===== config.mk =====
export PLATFORM = sky130hd
export DESIGN_NAME = midpoint_circle_rasterizer
export DESIGN_NICKNAME = d
export VERILOG_FILES = /design/src/rtl/mcr_pkg.sv /design/src/rtl/mcr_queue.sv /design/src/rtl/mcr_front.sv /design/src/rtl/mcr_back.sv /design/src/rtl/midpoint_circle_rasterizer.sv
export SDC_FILE = /design/constraint.sdc
export NUM_CORES = 1
export LEC_CHECK = 0
export BUFFER_PORTS_ARGS = -buffer_cell sky130_fd_sc_hd__buf_2
export CAP_MARGIN = 25
export CORE_ASPECT_RATIO = 0.9
export CORE_UTILIZATION = 60
export CTS_BUF_LIST = sky130_fd_sc_hd__clkbuf_16
export CTS_CLUSTER_DIAMETER = 150
export CTS_CLUSTER_SIZE = 8
export DETAILED_ROUTE_END_ITERATION = 12
export HOLD_SLACK_MARGIN = 0.06
export PLACE_DENSITY_LB_ADDON = 0.08
export SLEW_MARGIN = 15
export SYNTH_ARGS = -nofsm -noshare
export SYNTH_HDL_FRONTEND = slang
export SYNTH_SLANG_ARGS = --single-unit

===== constraint.sdc =====
create_clock -name aclk -period 7.7 [get_ports aclk]
set_input_delay 0.385 -clock aclk [delete_from_list [all_inputs] [get_ports aclk]]
set_output_delay 0.385 -clock aclk [all_outputs]
set_load 0.005 [all_outputs]

===== src/rtl/mcr_pkg.sv =====
// shared constants and types for the midpoint circle rasterizer
package mcr_pkg;

    localparam int COORD_BITS_DEF  = 15;
    localparam int QUEUE_DEPTH_DEF = 2;

    localparam int RADIUS_W = 14;
    localparam int ORIGIN_W = 14;
    localparam int PIXEL_W  = 17;
    localparam int ARC_W    = 15;   // arc point, signed, one bit above the radius
    localparam int DEC_W    = 32;   // midpoint test value, scaled by four
    localparam int REFL_W   = 3;    // eight reflections per step

    localparam logic [ORIGIN_W-1:0] ORIGIN_RESET = ORIGIN_W'(300);

    localparam logic [REFL_W-1:0] REFL_LAST = {REFL_W{1'b1}};

    typedef enum logic {
        CMD_START = 1'b0,
        CMD_STEP  = 1'b1
    } cmd_t;

    typedef enum logic {
        CFG_ORIGIN_X = 1'b0,
        CFG_ORIGIN_Y = 1'b1
    } cfg_idx_t;

    // front to back handshake with the job queue
    typedef struct packed {
        logic push;
        logic full;
    } queue_wr_t;

endpackage


===== src/rtl/mcr_queue.sv =====
// short job queue between the command front end and the pixel back end
module mcr_queue #(
    parameter int WIDTH = 61,
    parameter int DEPTH = mcr_pkg::QUEUE_DEPTH_DEF
) (
    input  logic             aclk,
    input  logic             aresetn,
    input  logic             push,
    input  logic [WIDTH-1:0] push_data,
    input  logic             pop,
    output logic             full,
    output logic             not_empty,
    output logic [WIDTH-1:0] pop_data
);

    localparam int PTR_W = $clog2(DEPTH);
    localparam int CNT_W = $clog2(DEPTH + 1);

    logic [WIDTH-1:0] mem_reg [DEPTH];
    logic [PTR_W-1:0] wr_ptr_reg, wr_ptr_next;
    logic [PTR_W-1:0] rd_ptr_reg, rd_ptr_next;
    logic [CNT_W-1:0] count_reg, count_next;

    assign full      = (count_reg == CNT_W'(DEPTH));
    assign not_empty = (count_reg != '0);
    assign pop_data  = mem_reg[rd_ptr_reg];

    always_comb begin
        wr_ptr_next = wr_ptr_reg;
        rd_ptr_next = rd_ptr_reg;
        count_next  = count_reg;
        if (push) begin
            wr_ptr_next = (wr_ptr_reg == PTR_W'(DEPTH - 1)) ? '0 : wr_ptr_reg + 1'b1;
        end
        if (pop) begin
            rd_ptr_next = (rd_ptr_reg == PTR_W'(DEPTH - 1)) ? '0 : rd_ptr_reg + 1'b1;
        end
        if (push && !pop) begin
            count_next = count_reg + 1'b1;
        end else if (pop && !push) begin
            count_next = count_reg - 1'b1;
        end
    end

    always_ff @(posedge aclk) begin
        if (!aresetn) begin
            wr_ptr_reg <= '0;
            rd_ptr_reg <= '0;
            count_reg  <= '0;
        end else begin
            wr_ptr_reg <= wr_ptr_next;
            rd_ptr_reg <= rd_ptr_next;
            count_reg  <= count_next;
        end
    end

    always_ff @(posedge aclk) begin
        if (push) begin
            mem_reg[wr_ptr_reg] <= push_data;
        end
    end

endmodule


===== src/rtl/mcr_front.sv =====
// command front end: holds the circle, walks the arc point, queues one job per step
module mcr_front #(
    parameter int COORD_BITS = mcr_pkg::COORD_BITS_DEF
) (
    input  logic                               aclk,
    input  logic                               aresetn,
    input  logic                               in_accept,
    input  mcr_pkg::cmd_t                      in_cmd,
    input  logic signed [COORD_BITS-1:0]       in_cen_x,
    input  logic signed [COORD_BITS-1:0]       in_cen_y,
    input  logic [mcr_pkg::RADIUS_W-1:0]       in_radius,
    input  logic                               queue_full,
    output mcr_pkg::queue_wr_t                 queue_wr,
    output logic signed [COORD_BITS-1:0]       job_cen_x,
    output logic signed [COORD_BITS-1:0]       job_cen_y,
    output logic signed [mcr_pkg::ARC_W-1:0]   job_arc_x,
    output logic signed [mcr_pkg::ARC_W-1:0]   job_arc_y,
    output logic                               job_done
);

    localparam int ARC_W = mcr_pkg::ARC_W;
    localparam int DEC_W = mcr_pkg::DEC_W;

    logic signed [COORD_BITS-1:0] cen_x_reg, cen_y_reg;
    logic signed [ARC_W-1:0]      arc_x_reg, arc_x_next;
    logic signed [ARC_W-1:0]      arc_y_reg, arc_y_next;
    logic signed [DEC_W-1:0]      dec_reg, dec_next, dec_init;
    logic signed [DEC_W-1:0]      ax_ext, ay_ext, step_x, step_y;
    logic                         active_reg;
    logic                         outside;
    logic                         done;
    logic                         do_start, do_step;

    assign do_start = in_accept && (in_cmd == mcr_pkg::CMD_START);
    assign do_step  = in_accept && (in_cmd == mcr_pkg::CMD_STEP) && active_reg;

    // test value at (0, r) is 5 - 4r
    assign dec_init = DEC_W'(5) - ({{(DEC_W - mcr_pkg::RADIUS_W){1'b0}}, in_radius} << 2);

    assign ax_ext = DEC_W'(arc_x_reg);
    assign ay_ext = DEC_W'(arc_y_reg);
    assign step_x = (ax_ext <<< 3) + DEC_W'(12);   // x to x+1 moves D by 8x+12
    assign step_y = DEC_W'(8) - (ay_ext <<< 3);    // y to y-1 moves D by 8-8y

    assign outside    = !dec_reg[DEC_W-1];
    assign arc_y_next = outside ? arc_y_reg - 1'b1 : arc_y_reg;
    assign arc_x_next = arc_x_reg + 1'b1;
    assign done       = (arc_x_next > arc_y_next);
    assign dec_next   = outside ? dec_reg + step_x + step_y : dec_reg + step_x;

    assign queue_wr.push = do_step;
    assign queue_wr.full = queue_full;
    assign job_cen_x     = cen_x_reg;
    assign job_cen_y     = cen_y_reg;
    assign job_arc_x     = arc_x_reg;
    assign job_arc_y     = arc_y_reg;
    assign job_done      = done;

    always_ff @(posedge aclk) begin
        if (!aresetn) begin
            active_reg <= 1'b0;
        end else if (do_start) begin
            active_reg <= 1'b1;
        end else if (do_step && done) begin
            active_reg <= 1'b0;
        end
    end

    always_ff @(posedge aclk) begin
        if (do_start) begin
            cen_x_reg <= in_cen_x;
            cen_y_reg <= in_cen_y;
            arc_x_reg <= '0;
            arc_y_reg <= ARC_W'(in_radius);
            dec_reg   <= dec_init;
        end else if (do_step) begin
            arc_x_reg <= arc_x_next;
            arc_y_reg <= arc_y_next;
            dec_reg   <= dec_next;
        end
    end

endmodule


===== src/rtl/mcr_back.sv =====
// pixel back end: expands each queued arc point into eight reflected pixels
module mcr_back #(
    parameter int COORD_BITS = mcr_pkg::COORD_BITS_DEF
) (
    input  logic                               aclk,
    input  logic                               aresetn,
    input  logic                               cfg_wr_en,
    input  mcr_pkg::cfg_idx_t                  cfg_index,
    input  logic [mcr_pkg::ORIGIN_W-1:0]       cfg_wdata,
    input  logic                               job_valid,
    input  logic signed [COORD_BITS-1:0]       job_cen_x,
    input  logic signed [COORD_BITS-1:0]       job_cen_y,
    input  logic signed [mcr_pkg::ARC_W-1:0]   job_arc_x,
    input  logic signed [mcr_pkg::ARC_W-1:0]   job_arc_y,
    input  logic                               job_done,
    output logic                               job_pop,
    output logic                               out_valid,
    input  logic                               out_ready,
    output logic signed [mcr_pkg::PIXEL_W-1:0] out_pixel_x,
    output logic signed [mcr_pkg::PIXEL_W-1:0] out_pixel_y,
    output logic                               out_last,
    output logic                               out_done
);

    localparam int ARC_W   = mcr_pkg::ARC_W;
    localparam int PIXEL_W = mcr_pkg::PIXEL_W;
    localparam int REFL_W  = mcr_pkg::REFL_W;
    localparam int SUM_W   = ((COORD_BITS > ARC_W) ? COORD_BITS : ARC_W) + 2;

    logic [mcr_pkg::ORIGIN_W-1:0] origin_x_reg, origin_y_reg;

    logic signed [COORD_BITS-1:0] cx_reg, cy_reg;
    logic signed [ARC_W-1:0]      ax_reg, ay_reg;
    logic                         done_reg;
    logic                         busy_reg, busy_next;
    logic [REFL_W-1:0]            refl_reg, refl_next;

    logic                         out_valid_reg;
    logic signed [PIXEL_W-1:0]    pixel_x_reg, pixel_y_reg;
    logic                         last_reg, arc_done_reg;

    logic                         advance, load;
    logic signed [ARC_W-1:0]      dx, dy;
    logic signed [SUM_W-1:0]      sum_x, sum_y;

    assign advance = busy_reg && (!out_valid_reg || out_ready);
    assign load    = job_valid && (!busy_reg || (advance && refl_reg == mcr_pkg::REFL_LAST));
    assign job_pop = load;

    always_comb begin
        busy_next = busy_reg;
        refl_next = refl_reg;
        if (load) begin
            busy_next = 1'b1;
            refl_next = '0;
        end else if (advance) begin
            refl_next = refl_reg + 1'b1;
            if (refl_reg == mcr_pkg::REFL_LAST) begin
                busy_next = 1'b0;
            end
        end
    end

    // reflection order: (x,y) (-x,y) (-x,-y) (x,-y) (y,x) (-y,x) (y,-x) (-y,-x)
    always_comb begin
        case (refl_reg)
            3'd0: begin dx = ax_reg;  dy = ay_reg;  end
            3'd1: begin dx = -ax_reg; dy = ay_reg;  end
            3'd2: begin dx = -ax_reg; dy = -ay_reg; end
            3'd3: begin dx = ax_reg;  dy = -ay_reg; end
            3'd4: begin dx = ay_reg;  dy = ax_reg;  end
            3'd5: begin dx = -ay_reg; dy = ax_reg;  end
            3'd6: begin dx = ay_reg;  dy = -ax_reg; end
            default: begin dx = -ay_reg; dy = -ax_reg; end
        endcase
    end

    assign sum_x = SUM_W'(cx_reg) + SUM_W'(dx) + SUM_W'({1'b0, origin_x_reg});
    assign sum_y = SUM_W'(cy_reg) + SUM_W'(dy) + SUM_W'({1'b0, origin_y_reg});

    always_ff @(posedge aclk) begin
        if (!aresetn) begin
            origin_x_reg <= mcr_pkg::ORIGIN_RESET;
            origin_y_reg <= mcr_pkg::ORIGIN_RESET;
        end else if (cfg_wr_en) begin
            case (cfg_index)
                mcr_pkg::CFG_ORIGIN_X: origin_x_reg <= cfg_wdata;
                mcr_pkg::CFG_ORIGIN_Y: origin_y_reg <= cfg_wdata;
                default: ;
            endcase
        end
    end

    always_ff @(posedge aclk) begin
        if (!aresetn) begin
            busy_reg      <= 1'b0;
            refl_reg      <= '0;
            out_valid_reg <= 1'b0;
        end else begin
            busy_reg <= busy_next;
            refl_reg <= refl_next;
            if (advance) begin
                out_valid_reg <= 1'b1;
            end else if (out_ready) begin
                out_valid_reg <= 1'b0;
            end
        end
    end

    always_ff @(posedge aclk) begin
        if (load) begin
            cx_reg   <= job_cen_x;
            cy_reg   <= job_cen_y;
            ax_reg   <= job_arc_x;
            ay_reg   <= job_arc_y;
            done_reg <= job_done;
        end
        if (advance) begin
            pixel_x_reg  <= sum_x[PIXEL_W-1:0];
            pixel_y_reg  <= sum_y[PIXEL_W-1:0];
            last_reg     <= (refl_reg == mcr_pkg::REFL_LAST);
            arc_done_reg <= (refl_reg == mcr_pkg::REFL_LAST) && done_reg;
        end
    end

    assign out_valid   = out_valid_reg;
    assign out_pixel_x = pixel_x_reg;
    assign out_pixel_y = pixel_y_reg;
    assign out_last    = last_reg;
    assign out_done    = arc_done_reg;

endmodule


===== src/rtl/midpoint_circle_rasterizer.sv =====
// top level of the midpoint circle rasterizer
//
// Slave channel words carry a command in s_tuser: a start latches center and
// radius and gives no output; a step gives eight pixels of the current arc
// point (all eight octant reflections plus center plus screen origin) and
// advances the point. A step while no circle is armed gives nothing.
// Master channel words carry one pixel each; m_tlast marks the eighth pixel
// of a step and m_tuser marks the final pixel of the whole circle.
// A step word's first pixel passes through the job queue, the expander's job
// registers and the output register. Throughput: the output register takes
// one pixel per cycle while m_tready is high. The front end walks the arc
// with an incremental decision value, one step per cycle while the queue is
// not full; the queue lets it run up to QUEUE_DEPTH steps ahead of the expander.
// Reset (aresetn low, synchronous) drops any armed circle, empties the queue
// and output register, and sets both origins to 300. Origin registers are
// written through cfg_wr_en/cfg_index/cfg_wdata, by the user only while the
// block is idle, which it does not enforce. When m_tready is low, the output
// word holds, the expander stops, and s_tready falls once the queue is full.
module midpoint_circle_rasterizer #(
    parameter int COORD_BITS  = mcr_pkg::COORD_BITS_DEF,
    parameter int QUEUE_DEPTH = mcr_pkg::QUEUE_DEPTH_DEF
) (
    input  logic                                aclk,
    input  logic                                aresetn,
    input  logic                                cfg_wr_en,
    input  logic                                cfg_index,
    input  logic [mcr_pkg::ORIGIN_W-1:0]        cfg_wdata,
    input  logic                                s_tvalid,
    output logic                                s_tready,
    // cen_x, cen_y, radius, zero fill
    input  logic [((2*COORD_BITS+mcr_pkg::RADIUS_W+7)/8)*8-1:0] s_tdata,
    // command
    input  logic                                s_tuser,
    output logic                                m_tvalid,
    input  logic                                m_tready,
    // pixel_x, pixel_y, zero fill
    output logic [((2*mcr_pkg::PIXEL_W+7)/8)*8-1:0] m_tdata,
    output logic                                m_tlast,
    // arc_done
    output logic                                m_tuser
);

    localparam int ARC_W    = mcr_pkg::ARC_W;
    localparam int PIXEL_W  = mcr_pkg::PIXEL_W;
    localparam int RADIUS_W = mcr_pkg::RADIUS_W;
    localparam int JOB_W    = 2*COORD_BITS + 2*ARC_W + 1;
    localparam int M_DATA_W = ((2*PIXEL_W + 7)/8)*8;

    mcr_pkg::queue_wr_t           queue_wr;
    logic                         queue_full, queue_not_empty, queue_pop;
    logic [JOB_W-1:0]             push_data, pop_data;

    logic signed [COORD_BITS-1:0] f_cx, f_cy, b_cx, b_cy;
    logic signed [ARC_W-1:0]      f_ax, f_ay, b_ax, b_ay;
    logic                         f_done, b_done;
    logic                         in_accept;

    logic signed [PIXEL_W-1:0]    pixel_x, pixel_y;

    assign s_tready  = !queue_wr.full;
    assign in_accept = s_tvalid && s_tready;

    mcr_front #(
        .COORD_BITS (COORD_BITS)
    ) u_front (
        .aclk         (aclk),
        .aresetn      (aresetn),
        .in_accept    (in_accept),
        .in_cmd       (mcr_pkg::cmd_t'(s_tuser)),
        .in_cen_x     (s_tdata[COORD_BITS-1:0]),
        .in_cen_y     (s_tdata[2*COORD_BITS-1:COORD_BITS]),
        .in_radius    (s_tdata[2*COORD_BITS+RADIUS_W-1:2*COORD_BITS]),
        .queue_full   (queue_full),
        .queue_wr     (queue_wr),
        .job_cen_x    (f_cx),
        .job_cen_y    (f_cy),
        .job_arc_x    (f_ax),
        .job_arc_y    (f_ay),
        .job_done     (f_done)
    );

    assign push_data = {f_done, f_ay, f_ax, f_cy, f_cx};

    mcr_queue #(
        .WIDTH (JOB_W),
        .DEPTH (QUEUE_DEPTH)
    ) u_queue (
        .aclk      (aclk),
        .aresetn   (aresetn),
        .push      (queue_wr.push),
        .push_data (push_data),
        .pop       (queue_pop),
        .full      (queue_full),
        .not_empty (queue_not_empty),
        .pop_data  (pop_data)
    );

    assign {b_done, b_ay, b_ax, b_cy, b_cx} = pop_data;

    mcr_back #(
        .COORD_BITS (COORD_BITS)
    ) u_back (
        .aclk         (aclk),
        .aresetn      (aresetn),
        .cfg_wr_en    (cfg_wr_en),
        .cfg_index    (mcr_pkg::cfg_idx_t'(cfg_index)),
        .cfg_wdata    (cfg_wdata),
        .job_valid    (queue_not_empty),
        .job_cen_x    (b_cx),
        .job_cen_y    (b_cy),
        .job_arc_x    (b_ax),
        .job_arc_y    (b_ay),
        .job_done     (b_done),
        .job_pop      (queue_pop),
        .out_valid    (m_tvalid),
        .out_ready    (m_tready),
        .out_pixel_x  (pixel_x),
        .out_pixel_y  (pixel_y),
        .out_last     (m_tlast),
        .out_done     (m_tuser)
    );

    assign m_tdata = {{(M_DATA_W - 2*PIXEL_W){1'b0}}, pixel_y, pixel_x};

endmodule

==> impl_metrics.yaml <==
synthesis:
  yosysWarnings: 0
  syn-cell-area_sq_um: 20130
  yosysSeqAreaShare_pct: 49.08
  netlist_instances: 1856
  synth_seq_cells: 347
  synth.distinct_cells: 80
  synth_flop_cell: "edfxtp_1"
  synth_async_sr_flop_share_pct: 0
  synth_edf_count: 293
  avgSynthCellArea_sq_um: 10.85
floorplanning:
  std_cell_rows: 63
  core_sq_um: 32950
  dieArea_sq_um: 34290
  dieWidth_um: 195.1
  io_pins: 113
  start_util_pct: 61.10
  die_height_um: 175.8
sta:
  fin_crit_ns: 6.970
  setup_ws_ns: 0.7298
  hold_viol_final: 0
  finClkSkew_ns: 0.01831
  setup_tns_ns: 0
  tightestPinTransition_ns: 1.021
  slew-limit-headroom_pct: 31.71
  hold_ws_ns: 0.08855
  post-route-period-util_pct: 90.52
  finalSetupViolCount: 0
  rsz0062_at_grt: "false"
  final-max-slew-violation-count: 0
  max_freq_ghz: 0.1435
cts:
  path_clk_slew_ns: 0.05
  hold_buffers: 33
  cts_setup_buffers: 0
  cts_sinks: 347
  cts_tree: "built"
  clockRootBuffer: "clkbuf_16"
  cts_buffer_depth: 3
  numCtsBuffers: 49
  worstSkewPairLatency_ns: 0.57
  cts_resized: 0
  htreeDepth: 2
power:
  leakagePower_uw: 0.008945
  cellInternalPower_uw: 6049
  ir_drop_uv: 268.7
  power_frac_comb_pct: 51.5
  power.switching_uw: 4036
  pwr-share-seq_pct: 29.1
  p_per_area_nw_per_um2: 441.7
  clock_power_share_pct: 19.4
  swShare_pct: 40.02
setup_path:
  cp_num_buf_inv: 0
  slowest_delay_ns: 0.55
  cp_top_family: "compound AO/OA/AOI/OAI gates"
  cp_data_required_time_ns: 8.09
  critPathLaunchType: "flip-flop"
  critPathArrivalTime_ns: 7.36
  r2r_setup_slack_ns: 0.73
  cpMaxStageDelayCell: "dfxtp_1"
  path_class: "reg -> reg"
  path_max_fanout: 9
  end_kind: "flip-flop"
drt:
  dr.first_iter.drc_count: 1305
  first_pass_iters: 6
  drc: 0
  antenna_left: 0
  wirelength_um: 50620
  drt-wirelength-per-cell_um: 20.60
  vias: 14962
  via_per_inst: 6.090
final_layout:
  nets: 2224
  syn2layout_area_growth_pct: 13.41
  fillCellCount: 2523
  layout-drive-gt1-share_pct: 13.32
  largest_reg_flops: 122
  fin_area_sq_um: 22830
  antenna_cells: 0
global_routing:
  grt_overflow: 0
  grt_usage_pct: 29.34
  grt_pass1_wl_um: 77850
  antenna_found_initial: 1
  grt_pass1_vias: 14292
  grt_max_degree: 66
outcome:
  status: "finished, final reports clean"
job:
  max_cap_viol_count: 0
placement:
  dpl_cell_area_sq_um: 21070
  dp_hpwl_um: 35820
  portBuffers: 102
  gp_congestion: 0.9505
  pre_cts_ws_ns: 0.9391
worst_hold_path:
  min_path_type: "in -> reg"
power by group through the flow:
stage	Clock, uW	Combinational, uW	Sequential, uW
floorplan	0	3920	2850
global placement	0	4970	2960
detailed placement	0	5110	2960
CTS	1980	5160	2930
global route	2070	5730	2960
finish	1960	5190	2940
stage by stage:
stage / instances / utilization [%] / total power [uW]
final: 2457 / 69.29 / 10090
after global placement: 2338 / 63.94 / 7931
after floorplan: 1861 / - / 6777
after global routing: 2457 / 69.29 / 10750
after detailed placement: 2339 / 63.96 / 8072
after CTS: 2456 / 69.27 / 10060
layout by cell type (no fill, tap or decap), drive strengths merged, types with 8 or more instances in the layout:
cell type    synthesis  layout
edfxtp             293     293
nand2              168     168
ha                 147     147
nor2               146     146
a21oi              128     128
buf                 18     122
o21ai              113     113
xnor2               99      99
inv                 49      82
xor2                72      72
mux2                64      64
dfxtp               54      54
clkbuf              47      49
nor3                46      46
nand3               37      37
a21o                37      37
dlygate4sd3          0      33
a21boi              26      26
nor2b               22      22
and3                21      21
a31oi               19      19
nand2b              18      18
o21a                18      18
a211oi              18      18
or3                 16      16
o211ai              15      15
a221o               15      15
mux2i               12      12
o21bai              11      11
nand4               11      11
and2                10      10
nor4                 9       9
or2                  8       8
synth_stat cells, types with 5 or more instances:
cell      instances  area (sq um)
edfxtp_1        293          8798
nand2_1         167         626.9
ha_1            147          1839
nor2_1          146         548.0
a21oi_1         128         640.6
o21ai_0         112         560.5
xnor2_1          99         867.1
xor2_1           72         630.6
mux2_2           64         720.7
dfxtp_1          54          1081
inv_1            49         183.9
clkbuf_1         47         176.4
nor3_1           44         220.2
a21o_1           37         277.8
nand3_1          37         185.2
a21boi_0         26         195.2
nor2b_1          22         137.6
and3_1           21         131.4
a31oi_1          19         118.9
nand2b_1         18         112.6
o21a_1           18         135.1
a211oi_1         17         127.6
o211ai_1         15         112.6
a221o_1          14         140.1
mux2i_1          12         120.1
buf_1            11         41.29
nand4_1          11         68.82
o21bai_1         11         82.58
or3_1            10         62.56
and2_1            9         56.30
nor4_1            9         56.30
a222oi_1          7         70.07
or2_2             7         43.79
a221oi_1          6         52.55
buf_4             6         45.04
fa_1              6         120.1
or3_4             6         67.56
o31a_1            5         43.79
final cells by class:
cell class | count | area [sq um] | share of cell area, %
clock inverters | 35 | 192.7 | 0.8440
clock buffers | 49 | 1226 | 5.371
repair buffers | 155 | 991.0 | 4.340
multi-input cells | 1397 | 9817 | 43.00
flip-flops and latches | 347 | 9881 | 43.28
well taps | 422 | 528.0 | 2.313
inverters | 52 | 195.2 | 0.8549
cell families after synthesis:
kind of cell | synth area share [%]
simple gates | 12.41
compound gates | 14.85
flops | 49.08
xor+xnor | 7.440
fa+ha+maj | 9.733
buf+inv | 2.300
mux | 4.177
other cells | 0.01863
tightest hold or removal path, cell delays in order:
cell and delay (ns):
buf_2 0.10, nand2_1 0.05, nand3_1 0.07
path summary, 6_finish.rpt:
path	startpoint	end	depth (start not counted)
setup reg to reg	u_front.job_arc_x[0]$_SDFFE_PP0P_	u_front.dec_reg[31]$_DFFE_PP_	25
hold / removal	cfg_wdata[8]	u_back.origin_y_reg[8]$_SDFFE_PN1P_	3
setup / recovery	u_front.job_arc_x[0]$_SDFFE_PP0P_	u_front.dec_reg[31]$_DFFE_PP_	25
hold reg to reg	u_front.job_cen_y[8]$_DFFE_PP_	u_queue.mem_reg[0][23]$_DFFE_PP_	0
per-layer routing:
| metal | vias up | part of all wire [%] | GRT usage (%) |
|---|---|---|---|
| li1 | 7165 | - | - |
| met1 | 7161 | 45 | 41.74 |
| met2 | 552 | 45 | 46.47 |
| met3 | 84 | 7.1 | 4.800 |
| met4 | 0 | 2.2 | 8.301 |
| met5 | - | 0 | 0 |
Note: power is estimated with default switching activity, not from simulation.
